### config.mk
export PLATFORM = sky130hd
export DESIGN_NAME = led_fade_pattern_generator
export DESIGN_NICKNAME = d
export VERILOG_FILES = /design/src/hw/rtl/lfpg_pkg.sv /design/src/hw/rtl/led_fade_pattern_generator.sv
export SDC_FILE = /design/constraint.sdc
export NUM_CORES = 1
export LEC_CHECK = 0
export ABC_AREA = 1
export BUFFER_PORTS_ARGS = -buffer_cell sky130_fd_sc_hd__buf_2
export CAP_MARGIN = 20
export CORE_MARGIN = 2
export CORE_UTILIZATION = 40
export CTS_CLUSTER_SIZE = 28
export DETAILED_ROUTE_END_ITERATION = 10
export GPL_TIMING_DRIVEN = 0
export HOLD_SLACK_MARGIN = 0.1
export SKIP_CTS_REPAIR_TIMING = 1
export SYNTH_ARGS = -nofsm -noshare
export SYNTH_HDL_FRONTEND = slang
export SYNTH_SLANG_ARGS = --single-unit
### constraint.sdc
create_clock -name aclk -period 5.75 [get_ports aclk]
set_clock_uncertainty 0.2 [all_clocks]
set_input_delay 0.575 -clock aclk [delete_from_list [all_inputs] [get_ports aclk]]
set_output_delay 0.575 -clock aclk [all_outputs]
set_load 0.01 [all_outputs]
### src/hw/rtl/lfpg_pkg.sv
// ---------------------------------------------------------------------------
// lfpg_pkg
// types and constants of the led fade pattern generator
// ---------------------------------------------------------------------------
package lfpg_pkg;

    localparam int DUTY_W = 8;
    localparam int CFG_W  = 8;
    localparam int IDX_W  = 2;

    localparam logic [DUTY_W-1:0] DUTY_ZERO      = 8'h00;
    localparam logic [DUTY_W-1:0] DUTY_HALF      = 8'h80;
    localparam logic [DUTY_W-1:0] DUTY_FULL      = 8'hFF;
    localparam logic [DUTY_W-1:0] SAVE_START_POS = 8'h08;
    localparam logic [CFG_W-1:0]  FADE_PERIOD_RESET = 8'd64;
    localparam logic [CFG_W-1:0]  ADVANCE_FLAG   = 8'd1;
    localparam logic [CFG_W-1:0]  MODE_COUNT     = 8'd4;

    typedef enum logic [IDX_W-1:0] {
        REG_FADE_PERIOD = 2'd0,
        REG_SAVED_MODE  = 2'd1,
        REG_SAVED_FLAG  = 2'd2
    } cfg_reg_t;

    typedef enum logic [1:0] {
        PAT_STATIC = 2'd0,
        PAT_SPLIT  = 2'd1,
        PAT_RAMP   = 2'd2,
        PAT_PULSE  = 2'd3
    } pattern_t;

endpackage

### src/hw/rtl/led_fade_pattern_generator.sv
// ---------------------------------------------------------------------------
// led fade pattern generator
// one tick per pwm period in, latched duty pair and store-write requests out
// ---------------------------------------------------------------------------
// result: registered, and valid in the cycle after the tick transfer
// throughput: one tick per cycle while the result side is ready, the next-state logic is a single
//   combinational pass between the state registers and the result register
// reset: synchronous active-low aresetn restores config, fade state and
//   latched duty values, and empties the result register
module led_fade_pattern_generator (
    input  logic                            aclk,
    input  logic                            aresetn,
    input  logic                            cfg_we,
    input  logic [lfpg_pkg::IDX_W-1:0]      cfg_index,
    input  logic [lfpg_pkg::CFG_W-1:0]      cfg_wdata,
    input  logic                            s_valid,
    output logic                            s_ready,
    input  logic                            s_tick,
    output logic                            m_valid,
    input  logic                            m_ready,
    output logic [lfpg_pkg::DUTY_W-1:0]     m_duty_a,
    output logic [lfpg_pkg::DUTY_W-1:0]     m_duty_b,
    output logic                            m_save_flag_write,
    output logic                            m_save_flag_value,
    output logic                            m_save_mode_write,
    output logic [lfpg_pkg::CFG_W-1:0]      m_save_mode_value
);

    logic [lfpg_pkg::CFG_W-1:0]  fade_period_reg;
    logic [lfpg_pkg::CFG_W-1:0]  saved_mode_reg;
    logic [lfpg_pkg::CFG_W-1:0]  saved_flag_reg;

    logic [lfpg_pkg::CFG_W-1:0]  countdown_reg,  countdown_next;
    logic [lfpg_pkg::DUTY_W-1:0] position_reg,   position_next;
    logic                        rising_reg,     rising_next;
    logic [lfpg_pkg::DUTY_W-1:0] pending_a_reg,  pending_a_next;
    logic [lfpg_pkg::DUTY_W-1:0] pending_b_reg,  pending_b_next;
    logic [lfpg_pkg::DUTY_W-1:0] latched_a_reg,  latched_a_next;
    logic [lfpg_pkg::DUTY_W-1:0] latched_b_reg,  latched_b_next;
    logic                        locked_reg,     locked_next;
    logic                        frozen_reg,     frozen_next;

    logic                        m_valid_reg;
    logic [lfpg_pkg::DUTY_W-1:0] duty_a_reg;
    logic [lfpg_pkg::DUTY_W-1:0] duty_b_reg;
    logic                        flag_write_reg, flag_write_next;
    logic                        flag_value_reg, flag_value_next;
    logic                        mode_write_reg, mode_write_next;
    logic [lfpg_pkg::CFG_W-1:0]  mode_value_reg, mode_value_next;

    logic                        s_xfer;
    logic [lfpg_pkg::CFG_W-1:0]  mode_inc;
    logic [lfpg_pkg::CFG_W-1:0]  active_mode;
    lfpg_pkg::pattern_t          pattern;
    logic [lfpg_pkg::CFG_W-1:0]  count_loaded;
    logic [lfpg_pkg::DUTY_W-1:0] pos_half;
    logic [lfpg_pkg::DUTY_W-1:0] pos_double;
    logic                        pos_low;

    assign s_ready = !m_valid_reg || m_ready;
    assign s_xfer  = s_valid && s_ready;

    // active mode from the stored mode and advance flag
    always_comb begin
        mode_inc = saved_mode_reg + 8'd1;
        if (saved_flag_reg == lfpg_pkg::ADVANCE_FLAG) begin
            active_mode = (mode_inc >= lfpg_pkg::MODE_COUNT) ? 8'd0 : mode_inc;
        end else begin
            active_mode = saved_mode_reg;
        end
        if (active_mode >= lfpg_pkg::MODE_COUNT) begin
            pattern = lfpg_pkg::PAT_PULSE;
        end else begin
            pattern = lfpg_pkg::pattern_t'(active_mode[1:0]);
        end
    end

    assign pos_half   = {1'b0, position_reg[7:1]};
    assign pos_double = {position_reg[6:0], 1'b0};
    assign pos_low    = position_reg < lfpg_pkg::DUTY_HALF;

    always_comb begin
        countdown_next  = countdown_reg;
        position_next   = position_reg;
        rising_next     = rising_reg;
        pending_a_next  = pending_a_reg;
        pending_b_next  = pending_b_reg;
        latched_a_next  = latched_a_reg;
        latched_b_next  = latched_b_reg;
        locked_next     = locked_reg;
        frozen_next     = frozen_reg;
        flag_write_next = 1'b0;
        flag_value_next = 1'b0;
        mode_write_next = 1'b0;
        mode_value_next = '0;
        count_loaded    = countdown_reg;

        if (s_tick && !frozen_reg) begin
            // fade boundary: show pending values and reload
            if (countdown_reg == 8'd0) begin
                latched_a_next = pending_a_reg;
                latched_b_next = pending_b_reg;
                count_loaded   = fade_period_reg;
            end
            countdown_next = count_loaded - 8'd1;

            if (countdown_next == 8'd1 && !locked_reg) begin
                if (position_reg == lfpg_pkg::SAVE_START_POS) begin
                    flag_write_next = 1'b1;
                    flag_value_next = 1'b1;
                    mode_write_next = 1'b1;
                    mode_value_next = active_mode;
                end else if (position_reg == lfpg_pkg::DUTY_FULL) begin
                    flag_write_next = 1'b1;
                    locked_next     = 1'b1;
                    frozen_next     = (active_mode == 8'd0);
                end
            end else if (countdown_next == 8'd0) begin
                case (pattern)
                    lfpg_pkg::PAT_STATIC: begin
                        pending_a_next = lfpg_pkg::DUTY_HALF;
                        pending_b_next = lfpg_pkg::DUTY_HALF;
                    end
                    lfpg_pkg::PAT_SPLIT: begin
                        pending_a_next = pos_half;
                        pending_b_next = lfpg_pkg::DUTY_FULL - pos_half;
                    end
                    lfpg_pkg::PAT_RAMP: begin
                        pending_a_next = position_reg;
                        pending_b_next = position_reg;
                    end
                    default: begin
                        if (rising_reg) begin
                            pending_a_next = pos_low ? pos_double
                                                     : lfpg_pkg::DUTY_FULL - pos_double;
                            pending_b_next = lfpg_pkg::DUTY_FULL;
                        end else begin
                            pending_a_next = lfpg_pkg::DUTY_ZERO;
                            pending_b_next = pos_low ? lfpg_pkg::DUTY_FULL - pos_double
                                                     : pos_double;
                        end
                    end
                endcase
                position_next = rising_reg ? position_reg + 8'd1 : position_reg - 8'd1;
                rising_next   = (rising_reg || position_next == lfpg_pkg::DUTY_ZERO)
                                && position_next != lfpg_pkg::DUTY_FULL;
            end
        end
    end

    // configuration registers
    always_ff @(posedge aclk) begin
        if (!aresetn) begin
            fade_period_reg <= lfpg_pkg::FADE_PERIOD_RESET;
            saved_mode_reg  <= '0;
            saved_flag_reg  <= '0;
        end else if (cfg_we) begin
            unique case (cfg_index)
                lfpg_pkg::REG_FADE_PERIOD: fade_period_reg <= cfg_wdata;
                lfpg_pkg::REG_SAVED_MODE:  saved_mode_reg  <= cfg_wdata;
                lfpg_pkg::REG_SAVED_FLAG:  saved_flag_reg  <= cfg_wdata;
                default: ;
            endcase
        end
    end

    // fade state, updated on each tick transfer
    always_ff @(posedge aclk) begin
        if (!aresetn) begin
            countdown_reg <= lfpg_pkg::FADE_PERIOD_RESET;
            position_reg  <= lfpg_pkg::DUTY_ZERO;
            rising_reg    <= 1'b1;
            pending_a_reg <= lfpg_pkg::DUTY_ZERO;
            pending_b_reg <= lfpg_pkg::DUTY_FULL;
            latched_a_reg <= lfpg_pkg::DUTY_ZERO;
            latched_b_reg <= lfpg_pkg::DUTY_FULL;
            locked_reg    <= 1'b0;
            frozen_reg    <= 1'b0;
        end else if (s_xfer) begin
            countdown_reg <= countdown_next;
            position_reg  <= position_next;
            rising_reg    <= rising_next;
            pending_a_reg <= pending_a_next;
            pending_b_reg <= pending_b_next;
            latched_a_reg <= latched_a_next;
            latched_b_reg <= latched_b_next;
            locked_reg    <= locked_next;
            frozen_reg    <= frozen_next;
        end
    end

    // result register
    always_ff @(posedge aclk) begin
        if (!aresetn) begin
            m_valid_reg <= 1'b0;
        end else if (s_xfer) begin
            m_valid_reg <= 1'b1;
        end else if (m_ready) begin
            m_valid_reg <= 1'b0;
        end
    end

    always_ff @(posedge aclk) begin
        if (s_xfer) begin
            duty_a_reg     <= latched_a_next;
            duty_b_reg     <= latched_b_next;
            flag_write_reg <= flag_write_next;
            flag_value_reg <= flag_value_next;
            mode_write_reg <= mode_write_next;
            mode_value_reg <= mode_value_next;
        end
    end

    assign m_valid           = m_valid_reg;
    assign m_duty_a          = duty_a_reg;
    assign m_duty_b          = duty_b_reg;
    assign m_save_flag_write = flag_write_reg;
    assign m_save_flag_value = flag_value_reg;
    assign m_save_mode_write = mode_write_reg;
    assign m_save_mode_value = mode_value_reg;

endmodule

Word-level counts from Yosys, hierarchy flattened
Index checks and enable logic that the tools add are counted.
W data, S select, Z words.
{"block": "classes", "n_eq_ne": 9, "n_lt_le_gt_ge": 3, "add_sub_neg": 6, "n_reduce_logical": 24, "n_bitwise": 2, "n_mux": 21}
{"cell": "$mux W8", "count": 13}
{"cell": "$pmux W8 S3", "count": 2}
{"cell": "$logic_not A8 Y1", "count": 4}
{"cell": "$add A8 B1 Y8 const B", "count": 2}
{"cell": "$eq A8 B1 Y1 const B", "count": 2}
{"cell": "$ge A8 B3 Y1 const B", "count": 2}
{"cell": "$sub A8 B1 Y8 const B", "count": 2}
{"cell": "$reduce_and A2 Y1", "count": 5}
{"cell": "$eq A8 B4 Y1 const B", "count": 1}
{"cell": "$eq A8 B8 Y1 const B", "count": 1}
{"cell": "$lt A8 B8 Y1 const B", "count": 1}
{"cell": "$ne A8 B8 Y1 const B", "count": 1}
{"cell": "$sub A8 B7 Y8 const A", "count": 1}
{"cell": "$sub A8 B8 Y8 const A", "count": 1}
{"cell": "$mux W1", "count": 5}
{"cell": "$reduce_and A5 Y1", "count": 1}
{"cell": "$eq A2 B1 Y1 const B", "count": 2}
{"cell": "$eq A2 B2 Y1 const B", "count": 2}
{"cell": "$logic_and A1 B1 Y1", "count": 4}
{"cell": "$logic_not A2 Y1", "count": 2}
{"cell": "$reduce_and A4 Y1", "count": 1}
{"cell": "$logic_not A1 Y1", "count": 3}
{"cell": "$reduce_and A3 Y1", "count": 1}
{"cell": "$logic_or A1 B1 Y1", "count": 2}
{"cell": "3 further kinds", "count": 4}
{"block": "totals", "in_bits": 16, "register_bits": 102, "output_inout_bits": 29}

Longest topological paths before layout
{"block": "depth", "ltp_word": 8, "depth_mapped": 19, "mapped_depth_nobuf": 18}

Worst setup path after synthesis
OpenSTA, ideal clock, no wires.
{"block": "synth_path", "path_type": "register to register", "start": "register rising_reg", "end": "register rising_reg", "path_slack_ns": 3.077, "stages_incl_launch_ff": 12, "synth_period_minus_slack_ns": 2.673, "arrival_time_ns": 2.356, "required_ns": 5.433, "path_cell_list": "dfxtp_1 clkbuf_1 clkinv_1 fa_1 a21oi_1 o21bai_1 xor2_1 nand3b_1 nor3_1 nand3_1 a21oi_1 nand2_1"}
{"block": "synth_between", "elab_chain_len": 4}
{"element": "start, declared", "line": "led_fade_pattern_generator.sv:35", "text": "logic rising_reg, rising_next;"}
{"element": "start signal, assigned", "line": "led_fade_pattern_generator.sv:182", "text": "rising_reg <= rising_next;"}
{"element": "$mux W8", "line": "led_fade_pattern_generator.sv:144", "text": "position_next = rising_reg ? position_reg + 8'd1 : position_reg - 8'd1;"}
{"element": "$logic_not A8 Y1", "line": "led_fade_pattern_generator.sv:145", "text": "rising_next = (rising_reg || position_next == lfpg_pkg::DUTY_ZERO)"}
{"element": "$logic_or A1 B1 Y1", "line": "led_fade_pattern_generator.sv:145"}
{"element": "$logic_and A1 B1 Y1 *", "line": "led_fade_pattern_generator.sv:146", "text": "&& position_next != lfpg_pkg::DUTY_FULL;"}
Every way passes the cells marked *; elsewhere a longest branch is shown, timed or not.
A chain may end at the register's enable or synchronous reset.

Worst setup path after layout
Ends and elaborated chain as after synthesis.

==> results by group <==
Status
  – Outcome: complete, no violations

Synth
  – Top cells by area, synth: dfxtp_1, edfxtp_1, nand2_1, a21oi_1, nor2_1
  – Seq/Total Area, Yosys: 0.457
  – Post-synthesis average cell area: 7.58 um^2
  – Synth unique cells: 33
  – Post-synth ARST share: 0
  – Synth warn: 0
  – Share of the synthesized area in the top cell type: 0.302
  – Net Count, Synth: 697
  – Top FF cell, synth: dfxtp_1
  – Post-synth EDFFs: 26
  – Mapped Cells: 664
  – Count leader, synth: nand2_1
  – Yosys top cell by area: dfxtp_1
  – Register bit count reported by yosys: 102
  – Commonest cells post-synth: nand2_1, nor2_1, inv_1, dfxtp_1, a21oi_1
  – Synthesized area: 5030 um^2

Route
  – Via/cell ratio: 4.96
  – Highest routing layer actually used: met4
  – Vias: 4425
  – Final wirelength: 12600 um
  – Met2 routed wirelength: 5560 um
  – DR iter-0 viols: 344
  – DRT antenna net count: 0
  – Metal3 WL: 406 um
  – Wire per inst: 14.1 um
  – First drt pass iteration count: 5
  – Met1 WL: 6340 um
  – Remaining DRCs: 0

Clock tree
  – Root buffer cell: clkbuf_16
  – Max clock buf depth: 2
  – CTS tree: yes
  – Clk sinks: 102
  – Skew-Pair Late Insertion Delay: 0.35 ns
  – H-tree levels: 3
  – Clock-pin slew on the worst setup and hold paths: 0.07 ns
  – TritonCTS buffer count: 9

Worst hold path
  – Min-Delay Path Class: register to register
  – Hold path depth: 2
  – Min-delay src: saved_flag_reg[7]$_SDFFE_PN0P_
  – Worst hold path endpoint: saved_flag_reg[7]$_SDFFE_PN0P_

Critical path
  – Crit path buf inv count: 2
  – Worst Setup End Kind: register
  – Most frequent CP cell: nand2_1
  – Crit path required time: 5.79 ns
  – Internal reg-to-reg setup slack: 2.31 ns
  – Slowest cell on crit path: clkinv_1
  – Crit path launch type: register
  – R2R Path End: rising_reg$_SDFFE_PN1P_
  – Critical Path, Cell by Cell: clkbuf_1 > clkinv_1 > fa_1 > a21oi_1 > o21bai_1 > nand2_1 > nand2_1 > a21oi_1 > xor2_1 > nor2_1 > nand3_1 > nand2_1 > nand2_1 > nand2_1
  – Reg2reg path depth: 14
  – Slowest stage delay, CP: 0.66 ns
  – Worst path arrival time: 3.48 ns
  – CP delay by family, top: buffers and inverters
  – CP max FO: 16
  – CP Class: register to register
  – R2R Path Start: rising_reg$_SDFFE_PN1P_

Placement
  – Placer Congestion: 0.951
  – Port Buf Inserts: 44
  – Detailed placement HPWL: 9180 um

Layout
  – # nets final: 752
  – Layout filler cell count: 1215
  – Fraction of layout cells with a size suffix above 1: 0.126
  – Area Overhead vs Synth: 14.6%
  – Count of inserted antenna diode cells: 0

Timing
  – Setup TNS: 0 ns
  – Worst-margin pin slew: 0.861 ns
  – # setup viols final: 0
  – Slew headroom: 0.426
  – Fmax: 290 MHz
  – Fin crit period: 3.44 ns
  – Tcrit/Tclk final: 0.599
  – Hold Vio Cnt, Final: 0
  – Final Max Tran Viols: 0
  – RSZ-0062 raised after global routing: false

Die
  – Cell Rows: 40
  – Die width: 116 um
  – Initial Utilization: 0.414
  – Ports: 45
  – DIE HEIGHT: 116 um
  – Core area: 12200 um^2
  – Die area: 13500 um^2

Global route
  – GRT overflow: 0
  – First-pass GRT wire length: 20800 um
  – Initial antenna violation count: 0
  – Gr usage total: 0.199
  – Number of global-route vias before repair: 4134
  – Largest net degree at the start of global routing: 36

Run
  – Max-cap violations: 0

Pwr
  – Pwr dens: 274 nW/um^2
  – VDD IR max: 0.162 mV
  – Total power draw: 1.58 mW
  – Leakage power: 2.59 nW
==> per-stage QoR <==
step | util | area, um^2 | hold WS (ns) | cells | setup slack [ns]
2_1_floorplan | - | 5030 | 0.224 | 664 | 3.08
3_5_place_dp | 0.449 | 5470 | 0.237 | 876 | 2.37
3_3_place_gp | 0.449 | 5470 | 0.234 | 876 | 2.39
6_report | 0.474 | 5770 | 0.248 | 892 | 2.31
5_1_grt | 0.474 | 5770 | 0.275 | 892 | 1.97
4_1_cts | 0.474 | 5770 | 0.249 | 892 | 2.34
==> cells by family after synthesis <==
logic type      Yosys count  synth area share
xor+xnor                 14            0.0244
compound gates          151             0.158
flops                   102             0.457
buf+inv                 112            0.0887
simple gates            268             0.228
fa+ha+maj                17            0.0437
==> worst register-to-register path: cells and delay by family, from the launching register on <==
kind                       cells  cell delay (ns)
DFF                            1             0.33
and+or+nand+nor                7             0.43
AOI/OAI and AO/OA              3             0.41
xor gates and xnor gates       1             0.26
adders and majority gates      1             0.65
buffers and inverters          2             1.05
==> cell type report <==
class	instances	area, um^2	share of cell area
plain buffers	24	118	0.0204
clock buffers	10	250	0.0434
clock inverters	6	51.3	0.00889
inverters	88	330	0.0573
multi-input cells	450	2290	0.396
flip-flops and latches	102	2300	0.399
well taps	168	210	0.0364
repair buffers	44	220	0.0382
==> worst max path at each step <==
stage / start / endpoint / cells after the start
global route: rising_reg$_SDFFE_PN1P_ / rising_reg$_SDFFE_PN1P_ / 14
floorplan: rising_reg$_SDFFE_PN1P_ / rising_reg$_SDFFE_PN1P_ / 11
global placement: m_ready / m_duty_a[1]$_DFFE_PP_ / 6
CTS: rising_reg$_SDFFE_PN1P_ / rising_reg$_SDFFE_PN1P_ / 12
detailed placement: rising_reg$_SDFFE_PN1P_ / rising_reg$_SDFFE_PN1P_ / 12
finish: rising_reg$_SDFFE_PN1P_ / rising_reg$_SDFFE_PN1P_ / 14
==> per-layer routing <==
metal / vias up / GRT usage
met5: - / 0
met4: 0 / 0.0698
met3: 18 / 0.0265
met2: 90 / 0.309
met1: 2034 / 0.285
li1: 2283 / -
==> layout by cell type, fill, tap and decap left out, types with 3 or more instances in the layout <==
| cell type | netlist | layout |
|---|---|---|
| clkinv_1 | 3 | 3 |
| nor3_1 | 8 | 8 |
| nand2_2 | 7 | 7 |
| buf_2 | 3 | 47 |
| nand4_1 | 10 | 10 |
| inv_2 | 5 | 5 |
| nand2_1 | 107 | 107 |
| clkinv_4 | 0 | 3 |
| a21oi_1 | 69 | 69 |
| xnor2_1 | 8 | 8 |
| nor2_2 | 3 | 3 |
| clkbuf_1 | 15 | 14 |
| nor2_1 | 92 | 92 |
| inv_1 | 80 | 80 |
| nand3_1 | 31 | 31 |
| o211ai_1 | 10 | 10 |
| o21ai_0 | 66 | 66 |
| edfxtp_1 | 26 | 26 |
| dfxtp_1 | 76 | 76 |
| ha_1 | 16 | 16 |
| clkbuf_16 | 0 | 10 |
| xor2_1 | 6 | 6 |
==> report_power, final <==
group          leakage, nW  switching (mW)  total (mW)  internal (mW)
clock                0.150           0.281       0.608          0.326
combinational         1.57           0.128       0.187         0.0593
sequential           0.870          0.0154       0.787          0.771
Power figures use the tool's default switching activity.
